[src/hw/rtl/spl_pkg.sv]
// ----------------------------------------------------------------------------
// spl_pkg
// shared types, widths, register indexes and the 32-bit clip function
// ----------------------------------------------------------------------------
package spl_pkg;

	localparam int DATA_W    = 32;
	localparam int RAW_W     = 16;
	localparam int OFFSET_W  = 24;
	localparam int FRAC_IN   = 8;
	localparam int DIFF_W    = 26;
	localparam int XPROD_W   = DIFF_W + DATA_W;
	localparam int WIDE_W    = 2 * DATA_W;
	localparam int X_SHIFT   = 8;
	localparam int P_SHIFT   = 30;
	localparam int NUM_CELLS = 5;
	localparam int NUM_COEF  = NUM_CELLS + 1;
	localparam int CFG_IDX_W = 3;

	localparam logic [CFG_IDX_W-1:0] CFG_ZERO_OFFSET    = 3'd0;
	localparam logic [CFG_IDX_W-1:0] CFG_INPUT_SCALE    = 3'd1;
	localparam logic [CFG_IDX_W-1:0] CFG_COEF_DEG5      = 3'd2;
	localparam logic [CFG_IDX_W-1:0] CFG_COEF_DEG4      = 3'd3;
	localparam logic [CFG_IDX_W-1:0] CFG_COEF_DEG3      = 3'd4;
	localparam logic [CFG_IDX_W-1:0] CFG_COEF_DEG2      = 3'd5;
	localparam logic [CFG_IDX_W-1:0] CFG_COEF_DEG1      = 3'd6;
	localparam logic [CFG_IDX_W-1:0] CFG_COEF_DEG0      = 3'd7;

	localparam logic signed [DATA_W-1:0] DATA_MAX = {1'b0, {(DATA_W-1){1'b1}}};
	localparam logic signed [DATA_W-1:0] DATA_MIN = {1'b1, {(DATA_W-1){1'b0}}};

	typedef struct packed {
		logic signed [DATA_W-1:0] x;
		logic signed [DATA_W-1:0] acc;
		logic                     sat;
	} spl_beat_t;

	typedef struct packed {
		logic signed [DATA_W-1:0] val;
		logic                     clip;
	} spl_clip_t;

	function automatic spl_clip_t spl_clip(input logic signed [WIDE_W-1:0] v);
		spl_clip_t r;
		if (v > WIDE_W'(DATA_MAX)) begin
			r.val  = DATA_MAX;
			r.clip = 1'b1;
		end else if (v < WIDE_W'(DATA_MIN)) begin
			r.val  = DATA_MIN;
			r.clip = 1'b1;
		end else begin
			r.val  = v[DATA_W-1:0];
			r.clip = 1'b0;
		end
		return r;
	endfunction

endpackage

[src/hw/rtl/spl_cell.sv]
// ----------------------------------------------------------------------------
// spl_cell
// one Horner step: acc * x rounded and clipped, plus a coefficient, clipped;
// two stages, multiply then round/add
// ----------------------------------------------------------------------------
module spl_cell (
	input  logic                              clk,
	input  logic                              arst_n,
	input  logic signed [spl_pkg::DATA_W-1:0] coef,
	input  logic                              in_valid,
	output logic                              in_ready,
	input  spl_pkg::spl_beat_t                in_beat,
	output logic                              out_valid,
	input  logic                              out_ready,
	output spl_pkg::spl_beat_t                out_beat
);
	import spl_pkg::*;

	logic                     v1_q, v2_q;
	logic                     rdy1, rdy2;
	logic signed [WIDE_W-1:0] mul_s1;
	logic signed [DATA_W-1:0] x_s1;
	logic                     sat_s1;
	spl_beat_t                beat_s2;
	logic signed [WIDE_W-1:0] mul_c;
	logic signed [WIDE_W-1:0] rsum_c;
	logic signed [WIDE_W-1:0] shr_c;
	spl_clip_t                pclip_c;
	logic signed [DATA_W:0]   sum_c;
	spl_clip_t                sclip_c;

	assign rdy2     = !v2_q || out_ready;
	assign rdy1     = !v1_q || rdy2;
	assign in_ready = rdy1;

	always_comb begin
		mul_c   = in_beat.acc * in_beat.x;
		rsum_c  = mul_s1 + (WIDE_W'(1) <<< (P_SHIFT - 1));
		shr_c   = rsum_c >>> P_SHIFT;
		pclip_c = spl_clip(shr_c);
		sum_c   = (DATA_W+1)'(pclip_c.val) + (DATA_W+1)'(coef);
		sclip_c = spl_clip(WIDE_W'(sum_c));
	end

	always_ff @(posedge clk or negedge arst_n) begin
		if (!arst_n) begin
			v1_q <= 1'b0;
			v2_q <= 1'b0;
		end else begin
			if (rdy1) v1_q <= in_valid;
			if (rdy2) v2_q <= v1_q;
		end
	end

	always_ff @(posedge clk) begin
		if (rdy1 && in_valid) begin
			mul_s1 <= mul_c;
			x_s1   <= in_beat.x;
			sat_s1 <= in_beat.sat;
		end
		if (rdy2 && v1_q) begin
			beat_s2.x   <= x_s1;
			beat_s2.acc <= sclip_c.val;
			beat_s2.sat <= sat_s1 | pclip_c.clip | sclip_c.clip;
		end
	end

	assign out_valid = v2_q;
	assign out_beat  = beat_s2;

	a_flag_sticky: assert property (@(posedge clk) disable iff (!arst_n)
		(v1_q && rdy2 && sat_s1) |=> beat_s2.sat)
		else $error("saturation flag dropped in cell");

	a_x_passes: assert property (@(posedge clk) disable iff (!arst_n)
		(v1_q && rdy2) |=> (v2_q && beat_s2.x == $past(x_s1)))
		else $error("x not handed on unchanged");

	a_clean_in_range: assert property (@(posedge clk) disable iff (!arst_n)
		(v1_q && rdy2 && !pclip_c.clip && !sclip_c.clip && !sat_s1) |=> !beat_s2.sat)
		else $error("flag set without clipping");

endmodule

[config.mk]
export PLATFORM = sky130hd
export DESIGN_NAME = spl_cell
export DESIGN_NICKNAME = d
export VERILOG_FILES = /design/src/hw/rtl/spl_pkg.sv /design/src/hw/rtl/spl_cell.sv
export SDC_FILE = /design/constraint.sdc
export NUM_CORES = 2
export LEC_CHECK = 0
export ABC_CLOCK_PERIOD_IN_PS = 6010
export BUFFER_PORTS_ARGS = -buffer_cell sky130_fd_sc_hd__buf_2
export CORE_MARGIN = 4
export CORE_UTILIZATION = 55
export DETAILED_ROUTE_END_ITERATION = 8
export HOLD_SLACK_MARGIN = 0.15
export PLACE_DENSITY = 0.76
export REMOVE_ABC_BUFFERS = 1
export SYNTH_ARGS = -nofsm -noshare
export SYNTH_HDL_FRONTEND = slang
export SYNTH_SLANG_ARGS = --single-unit
[constraint.sdc]
create_clock -name clk -period 6.01 [get_ports clk]
set_input_delay 1.202 -clock clk [delete_from_list [all_inputs] [get_ports clk]]
set_output_delay 1.202 -clock clk [all_outputs]
set_load 0.01 [all_outputs]
==> results.md <==
- Max-slew violation count: 0
- Post-synthesis cell type count: 78
- Primary FF master, synth: edfxtp_1
- DRC violation count after routing: 0
- Total Nets Final: 6,333
- RSZ-0062 raised after global routing: yes
- FF-to-FF End: out_beat[19]
- Worst slew pin tran: 0.947 ns
- DP Worst Slack: -2.98 ns
- First-pass GRT wire length: 201 mm
- ANT nets after route: 0
- Reg clk slew, reported paths: 0.07 ns
- Peak Freq: 0.123 GHz
- Via count: 32,700
- Port bufs: 167
- Die span in x: 284 um
- Final wirelength: 127 mm
- Setup slack after layout: -2.13 ns
- Startpoint Class: primary input
- Layout cells sized above 1: 20.5%
- Non-Filler Instances: 5,935
- Gr usage total: 31.9%
- Avg Cell Area, Syn: 9.54 um^2
- Finish-stage setup viols: 35
- RePlAce Congestion: 0.965
- Crit path DAT: 8.31 ns
- Post-synthesis adder-cell area fraction: 58.0%
- Status: finished, violations left
- Dpl hpwl: 100 mm
- Post-Syn Area: 42,000 um^2
- Clk sinks: 135
- Top Ports: 168
- CTS Buf Count: 17
- FF+latch count, synth: 135
- Yosys warns: 0
- CP required: 6.18 ns
- Capture point of the worst path: mul_s1[62]
- Maximum root-to-sink buffer count: 2
- Die Ht: 284 um
- Relative slew slack: 36.9%
- Sequential share of the synthesized area: 9.62%
- Max cap viols: 0
- CP Class: in2reg
- Crit end category: register
- Commonest non-fill, non-tap cell in the layout: inv_1
- Root Buffer: clkbuf_16
- Via density: 5.51
- CTS tree: built
- DRT Pass-1 Iters: 7
- CTS H-Tree Depth: 4
- Critical path launch point: in_beat[44]
- Reg2reg path depth: 22
- Min Tclk post-route: 8.14 ns
- Hold Crit Class: reg2reg
- Syn Inst Count: 4,408
- Peak fanout along the critical path: 8
- Total gr overflow: 0
- Layout area overhead: 20.7%
- Simple-gate portion of the synthesized area: 13.4%
- Initial Utilization: 55.4%
- Initial drt markers: 2,825
- Commonest non-fill, non-tap cells in the layout: inv_1, fa_1, nand2_1
- Largest net degree at the start of global routing: 69
- Number of synthesized flops with an enable pin: 133
- Vias in the first global route: 36,400
- Violated checks: setup timing
- Mux contribution to synthesized area: 0.0238%
- Tcrit/Tclk final: 135%
- Worst reg2reg setup slack: 0.44 ns
- Final Hold Viols: 0
- Wire per inst: 21.4 um
- Worst-Skew Late Latency: 0.43 ns
- Row cnt: 101
- Critical-path top delay cell: fa_2
- R2r startpoint: mul_s1[29]
- Compound-gate portion of the synthesized area: 4.53%
- Worst Skew: 0.0133 ns
- Main combinational cell family by area after synthesis: adder cells
- CP max stage delay: 0.64 ns
- Dpl cells: 5,791
- Die area: 80,900 um^2
- Ys async rst share: 1.48%
- Antenna violations before repair: 9
- Most frequent CP cell: fa_1
- Core Area: 75,800 um^2
- XOR/XNOR share of the synthesized area: 2.31%
## cell families after synthesis
kind of cell             Yosys count
AND/OR/NAND/NOR                 1237
multiplexers                       1
flip-flops                       135
adder cells (fa/ha/maj)         1301
XOR/XNOR                         110
AO/OA/AOI/OAI                    285
buffers and inverters           1339
## synthesized netlist by cell type, types with 3 or more instances
cell	n	area, um^2
inv_1	1130	4240
fa_1	1082	21700
nand2_1	796	2990
and2_1	258	1610
ha_1	213	2670
clkbuf_1	199	747
edfxtp_1	133	3990
a21oi_1	83	415
o21ai_0	68	340
xnor2_1	66	578
nor2_1	55	206
xor2_1	43	377
a21o_1	37	278
nand2b_1	28	175
nand3_1	28	140
and3_1	17	106
nand4_1	14	87.6
a21oi_2	12	105
nor3_1	12	60.1
a31oi_1	9	56.3
o21a_1	9	67.6
nor2b_1	8	50.1
o211ai_1	8	60.1
a211oi_1	5	37.5
and4_1	5	43.8
buf_6	5	56.3
o21ai_1	5	25.0
o21bai_1	5	37.5
o31ai_1	5	37.5
maj3_1	4	40.0
a21boi_0	3	22.5
buf_1	3	11.3
## area by class of cell
type	instances	area, um^2
Clock buffer	17	425
Sequential cell	135	4040
Multi-Input combinational cell	2934	33900
Inverter	1130	4240
Antenna cell	7	17.5
Fill cell	5327	25100
Clock inverter	15	131
Timing Repair Buffer	719	6730
Tap cell	978	1220
## worst max-delay path: cells and delay by family
kind,cells,cell delay (ns)
buffers and inverters,8,0.86
XOR/XNOR,1,0.09
AND/OR/NAND/NOR,1,0.09
adder cells (fa/ha/maj),9,4.52
AO/OA/AOI/OAI,9,1.53
## state kept, by name (all words and copies together), names as in the netlist
| name | flops |
|---|---|
| mul_s1 | 35 |
| sat_s1 | 1 |
| out_valid | 1 |
| x_s1 | 32 |
| out_beat | 65 |
| v1_q | 1 |
## what timing repair did
item | 4_1_cts | 5_1_grt
pin swaps | 191 | 64
gates cloned | 14 | 0
hold buffers | 0 | 0
endpoints found under the setup margin | 38 | 68
gates resized for setup | 442 | 93
setup buffers | 79 | 20
## per-stage QoR
step | TNS, ns | area (um^2) | util [%] | hold WS, ns
global placement | -86.50 | 47000 | 62.0 | 0.401
global route | -69.40 | 50700 | 66.9 | 0.420
detailed placement | -89.97 | 47000 | 62.0 | 0.405
finish | -64.27 | 50700 | 66.9 | 0.408
floorplan | -57.17 | 41200 | - | 0.400
CTS | -55.62 | 50200 | 66.2 | 0.409
## metal layers
layer	track usage, %	wire (um)	up-vias
li1	-	-	13900
met2	52.1	59800	1883
met5	0	15	-
met4	12.6	6520	2
met3	7.87	13300	419
met1	41.4	47100	16600
## worst min path at each step
| stage | from | endpoint | slack, ns | cells after the start |
|---|---|---|---|---|
| floorplan | x_s1[0] | out_beat[33] | 0.40 | 0 |
| global placement | x_s1[29] | out_beat[62] | 0.40 | 0 |
| detailed placement | x_s1[16] | out_beat[49] | 0.40 | 0 |
| CTS | x_s1[16] | out_beat[49] | 0.41 | 0 |
| global route | x_s1[18] | out_beat[51] | 0.42 | 0 |
| finish | x_s1[16] | out_beat[49] | 0.41 | 0 |
Power is not shown: default switching activity piles up to over one toggle a cycle in this logic, so the estimate is an artifact.
