## config.mk

```make
export PLATFORM = sky130hd
export DESIGN_NAME = spl_front
export DESIGN_NICKNAME = d
export VERILOG_FILES = /design/src/hw/rtl/spl_pkg.sv /design/src/hw/rtl/spl_front.sv
export SDC_FILE = /design/constraint.sdc
export NUM_CORES = 2
export LEC_CHECK = 0
export BUFFER_PORTS_ARGS = -buffer_cell sky130_fd_sc_hd__buf_2
export CORE_ASPECT_RATIO = 1.2
export CORE_UTILIZATION = 60
export CTS_BUF_LIST = sky130_fd_sc_hd__clkbuf_8 sky130_fd_sc_hd__clkbuf_16
export DETAILED_ROUTE_END_ITERATION = 8
export PLACE_DENSITY = 0.88
export SLEW_MARGIN = 20
export SYNTH_ARGS = -nofsm -noshare
export SYNTH_HDL_FRONTEND = slang
export SYNTH_SLANG_ARGS = --single-unit
```

## constraint.sdc

```tcl
create_clock -name clk -period 8.7 [get_ports clk]
set_clock_uncertainty 0.2 [all_clocks]
set_input_delay 0 -clock clk [delete_from_list [all_inputs] [get_ports clk]]
set_output_delay 0 -clock clk [all_outputs]
set_load 0.005 [all_outputs]
```

## src/hw/rtl/spl_pkg.sv

```systemverilog
// ----------------------------------------------------------------------------
// spl_pkg
// shared types, widths, register indexes and the 32-bit clip function
// ----------------------------------------------------------------------------
package spl_pkg;

	localparam int DATA_W    = 32;
	localparam int RAW_W     = 16;
	localparam int OFFSET_W  = 24;
	localparam int FRAC_IN   = 8;
	localparam int DIFF_W    = 26;
	localparam int XPROD_W   = DIFF_W + DATA_W;
	localparam int WIDE_W    = 2 * DATA_W;
	localparam int X_SHIFT   = 8;
	localparam int P_SHIFT   = 30;
	localparam int NUM_CELLS = 5;
	localparam int NUM_COEF  = NUM_CELLS + 1;
	localparam int CFG_IDX_W = 3;

	localparam logic [CFG_IDX_W-1:0] CFG_ZERO_OFFSET    = 3'd0;
	localparam logic [CFG_IDX_W-1:0] CFG_INPUT_SCALE    = 3'd1;
	localparam logic [CFG_IDX_W-1:0] CFG_COEF_DEG5      = 3'd2;
	localparam logic [CFG_IDX_W-1:0] CFG_COEF_DEG4      = 3'd3;
	localparam logic [CFG_IDX_W-1:0] CFG_COEF_DEG3      = 3'd4;
	localparam logic [CFG_IDX_W-1:0] CFG_COEF_DEG2      = 3'd5;
	localparam logic [CFG_IDX_W-1:0] CFG_COEF_DEG1      = 3'd6;
	localparam logic [CFG_IDX_W-1:0] CFG_COEF_DEG0      = 3'd7;

	localparam logic signed [DATA_W-1:0] DATA_MAX = {1'b0, {(DATA_W-1){1'b1}}};
	localparam logic signed [DATA_W-1:0] DATA_MIN = {1'b1, {(DATA_W-1){1'b0}}};

	typedef struct packed {
		logic signed [DATA_W-1:0] x;
		logic signed [DATA_W-1:0] acc;
		logic                     sat;
	} spl_beat_t;

	typedef struct packed {
		logic signed [DATA_W-1:0] val;
		logic                     clip;
	} spl_clip_t;

	function automatic spl_clip_t spl_clip(input logic signed [WIDE_W-1:0] v);
		spl_clip_t r;
		if (v > WIDE_W'(DATA_MAX)) begin
			r.val  = DATA_MAX;
			r.clip = 1'b1;
		end else if (v < WIDE_W'(DATA_MIN)) begin
			r.val  = DATA_MIN;
			r.clip = 1'b1;
		end else begin
			r.val  = v[DATA_W-1:0];
			r.clip = 1'b0;
		end
		return r;
	endfunction

endpackage

```

## src/hw/rtl/spl_front.sv

```systemverilog
// ----------------------------------------------------------------------------
// spl_front
// offset removal and input scaling, three stages, gives x in Q2.30 and the
// leading coefficient as the first Horner accumulator
// ----------------------------------------------------------------------------
module spl_front (
	input  logic                                  clk,
	input  logic                                  arst_n,
	input  logic signed [spl_pkg::OFFSET_W-1:0]   zero_offset,
	input  logic signed [spl_pkg::DATA_W-1:0]     input_scale,
	input  logic signed [spl_pkg::DATA_W-1:0]     coef_lead,
	input  logic                                  in_valid,
	output logic                                  in_ready,
	input  logic [spl_pkg::RAW_W-1:0]             raw_reading,
	output logic                                  out_valid,
	input  logic                                  out_ready,
	output spl_pkg::spl_beat_t                    out_beat
);
	import spl_pkg::*;

	logic                      v1_q, v2_q, v3_q;
	logic                      rdy1, rdy2, rdy3;
	logic signed [DIFF_W-1:0]  diff_s1;
	logic signed [XPROD_W-1:0] prod_s2;
	spl_beat_t                 beat_s3;
	logic signed [DIFF_W-1:0]  diff_c;
	logic signed [XPROD_W-1:0] prod_c;
	logic signed [XPROD_W-1:0] rsum_c;
	logic signed [XPROD_W-1:0] shr_c;
	spl_clip_t                 xclip_c;

	assign rdy3     = !v3_q || out_ready;
	assign rdy2     = !v2_q || rdy3;
	assign rdy1     = !v1_q || rdy2;
	assign in_ready = rdy1;

	always_comb begin
		diff_c  = $signed({2'b00, raw_reading, {FRAC_IN{1'b0}}}) - DIFF_W'(zero_offset);
		prod_c  = diff_s1 * input_scale;
		rsum_c  = prod_s2 + (XPROD_W'(1) <<< (X_SHIFT - 1));
		shr_c   = rsum_c >>> X_SHIFT;
		xclip_c = spl_clip(WIDE_W'(shr_c));
	end

	always_ff @(posedge clk or negedge arst_n) begin
		if (!arst_n) begin
			v1_q <= 1'b0;
			v2_q <= 1'b0;
			v3_q <= 1'b0;
		end else begin
			if (rdy1) v1_q <= in_valid;
			if (rdy2) v2_q <= v1_q;
			if (rdy3) v3_q <= v2_q;
		end
	end

	always_ff @(posedge clk) begin
		if (rdy1 && in_valid) diff_s1 <= diff_c;
		if (rdy2 && v1_q) prod_s2 <= prod_c;
		if (rdy3 && v2_q) begin
			beat_s3.x   <= xclip_c.val;
			beat_s3.acc <= coef_lead;
			beat_s3.sat <= xclip_c.clip;
		end
	end

	assign out_valid = v3_q;
	assign out_beat  = beat_s3;

	a_clip_at_rail: assert property (@(posedge clk) disable iff (!arst_n)
		(v3_q && beat_s3.sat) |-> (beat_s3.x == DATA_MAX || beat_s3.x == DATA_MIN))
		else $error("x flagged as clipped but not at a rail");

	a_stage_moves: assert property (@(posedge clk) disable iff (!arst_n)
		(v1_q && rdy2) |=> (v2_q && prod_s2 == $past(diff_s1) * $past(input_scale)))
		else $error("scaling stage lost or altered a beat");

	a_hold_on_stall: assert property (@(posedge clk) disable iff (!arst_n)
		(v3_q && !out_ready) |=> (v3_q && $stable(beat_s3)))
		else $error("front output changed while stalled");

endmodule

```

==> run_results.csv <==
group,metric,value,unit
run_status,run_status,"finished, final reports clean",
critical_path,critical_path.startpoint_type,"flip-flop",
global_routing,all_layer_gr_usage,0.3510,
synth,synth_enable_flop_cells,142,
timing,timing.final.hold_violations,0,
critical_path,critPathMaxFanout,28,
critical_path,cp_data_required_time,8.72,ns
clock_tree,cts_tree,"done",
clock_tree,cts_root_buf,"clkbuf_16",
global_routing,grt_antenna_before_repair,8,
route,drt-total-wl,98.57,mm
clock_tree,cts_inserted_buffers,17,
floorplan,die_height,266.7,um
place,dp_hpwl,73.67,mm
floorplan,floorplan.io_pins,175,
synth,postSynthNetCount,4741,
layout,finalNetCount,4948,
place,port-buffer-count,174,
run,cap_violations,0,
synth,ys_seq_area_frac,0.1239,
synth,synth.avg_cell_area,9.709,um^2
route,drtPass1Iterations,9,
clock_tree,cts-root-to-sink-buffers,2,
timing,post-route-period-util,0.9597,
route,detail_route.drc_violations,0,
synth,flops_latches_synth,145,
layout,fill_cells,3994,
global_routing,grt_start_max_net_pins,66,
timing,relSlewSlack,0.4146,
critical_path,criticalPathCategory,"flip-flop to flip-flop",
global_routing,grt_remaining_overflow,0,
place,numPlacedInstances,4415,
synth,ys.flop_type,"edfxtp_1",
timing,finalMaxSlewViolations,0,
layout,most-common-layout-cells,"inv_1, fa_1, nand2_1, and2_1, buf_2",
route,detail_route.wl_per_cell,21.60,um
layout,design_area,38400,um^2
synth,synth_cells,3607,
place,place_area,36610,um^2
route,first_iter_violations,2365,
clock_tree,cts_max_level,4,
critical_path,arrival,8.37,ns
synth,async_flop_share,0.02069,
global_routing,first_pass_grt_wire_length,156.6,mm
synth,post_synth_instance_area,35020,um^2
timing,timing_worst_slew_pin_value,0.8780,ns
synth,yosys_warnings,0,
layout,relative_area_change_from_synthesis_to_final_layout,9.643,%
timing,timing.final.crit_period,8.349,ns
critical_path,endpoint_kind,"flip-flop",
layout,final_common_cell,"inv_1",
route,detail_route.vias_per_cell,5.817,
global_routing,via_count_of_the_first_global_routing_pass,30640,
clock_tree,clkSinkCount,145,
route,via_count,26550,
route,ant_nets,0,
floorplan,design.die.area,59340,um^2
timing,setup-violations-final,0,
floorplan,rows,96,
synth,netlist-cell-type-count,60,
layout,final_layout_size_suffix_gt1_frac,0.07787,
floorplan,start_util,0.6100,
clock_tree,worstSkewPairLatency,0.47,ns
floorplan,chipWidth,222.5,um
layout,final_cells,4563,
clock_tree,clk_pin_slew_worst_paths,0.08,ns
floorplan,core,57420,um^2
place,gpl.final_weighted_congestion,0.9566,
worst_hold_path,min-delay-path-class,"input pin to flip-flop",
timing,achievable-frequency,119.8,MHz
==> through the flow <==
| stage | setup WS [ns] | util | hold WS [ns] | setup TNS (ns) |
|---|---|---|---|---|
| detailed placement | 0.2536 | 0.6377 | -0.3965 | 0 |
| global route | -0.0003126 | 0.6687 | 0.03478 | -0.0003126 |
| CTS | 0.2326 | 0.6643 | 0.003201 | 0 |
| global placement | 0.4578 | 0.6377 | -0.4016 | 0 |
| floorplan | 1.319 | - | -0.4956 | 0 |
| finish | 0.3510 | 0.6688 | 0.02264 | 0 |
==> synthesized netlist by cell type, types with 13 or more instances <==
master | instances | share of area
nand4_1 | 23 | 0.0041
xor2_1 | 39 | 0.0098
clkbuf_1 | 143 | 0.015
a21oi_1 | 49 | 0.0070
ha_1 | 173 | 0.062
nor2_1 | 87 | 0.0093
nand2_1 | 503 | 0.054
xnor2_1 | 74 | 0.019
nand3_1 | 39 | 0.0056
and2_1 | 347 | 0.062
o21ai_1 | 13 | 0.0019
edfxtp_1 | 142 | 0.12
a21o_1 | 16 | 0.0034
inv_1 | 895 | 0.096
o21ai_0 | 50 | 0.0071
nor3_1 | 20 | 0.0029
fa_1 | 853 | 0.49
nand2b_1 | 18 | 0.0032
==> worst paths after layout <==
path	startpoint	end	slack (ns)	cells after the start
min reg2reg	v1_q	v2_q	0.31	1
max in group asynchronous	arst_n	out_valid	7.87	3
min	zero_offset[22]	diff_s1[23]	0.02	5
max	diff_s1[25]	prod_s2[57]	0.35	24
min in group asynchronous	arst_n	v1_q	0.28	3
max reg2reg	diff_s1[25]	prod_s2[57]	0.35	24
==> flip-flops by register name, indices dropped and copies added (netlist names) <==
name,count
diff_s1,26
out_beat,65
prod_s2,51
v1_q,1
out_valid,1
v2_q,1
==> final cells by class <==
| cell class | count | area [um^2] | share of cell area |
|---|---|---|---|
| diodes | 1 | 2.502 | 0.00006517 |
| clock buffers | 17 | 425.4 | 0.01108 |
| clock inverters | 15 | 191.4 | 0.004986 |
| inverters | 896 | 3366 | 0.08765 |
| multi-input cells | 2416 | 26730 | 0.6962 |
| flip-flops and latches | 145 | 4339 | 0.1130 |
| well taps | 735 | 919.6 | 0.02395 |
| repair buffers | 338 | 2420 | 0.06302 |
==> logic make-up after synthesis <==
kind of cell | count (synthesis) | share of synthesized area
and+or+nand+nor | 1087 | 0.1518
buffers and inverters | 1046 | 0.1130
adders and majority gates | 1026 | 0.5494
AOI/OAI and AO/OA | 185 | 0.03205
DFF | 145 | 0.1239
xor gates and xnor gates | 113 | 0.02826
muxes | 5 | 0.001608
==> what timing repair did <==
| item | CTS | global route |
|---|---|---|
| endpoints found under the setup margin | 0 | 8 |
| resized for setup | 0 | 4 |
| buffers inserted | 0 | 23 |
| hold buffers | 91 | 0 |
| endpoints found under the hold margin | 64 | 0 |
==> metal layers <==
layer,wire (um),share of wire,GRT usage,vias to the layer above
li1,-,-,-,10960
met5,60,0.00061,0,-
met1,30320,0.31,0.3519,13210
met4,9668,0.098,0.2897,10
met2,48860,0.50,0.6073,1662
met3,9658,0.098,0.09852,698
==> critical path, stage by stage (launching register included) <==
cell and delay, ns:
edfxtp_1 0.83, inv_4 0.36, nor2_1 0.22, fa_1 0.45
fa_1 0.69, fa_1 0.50, fa_1 0.54, fa_1 0.57
fa_1 0.54, inv_1 0.05, fa_1 0.47, inv_1 0.04
ha_1 0.42, o21ai_0 0.21, a211oi_1 0.28, nand4_1 0.14
nor2_1 0.12, a31oi_1 0.13, a21oi_1 0.34, o31ai_1 0.13
buf_4 0.15, o21ai_0 0.28, a21oi_1 0.16, o21bai_1 0.18
xnor2_1 0.08
Power is not shown: default switching activity piles up to over one toggle a cycle in this logic, so the estimate is an artifact.
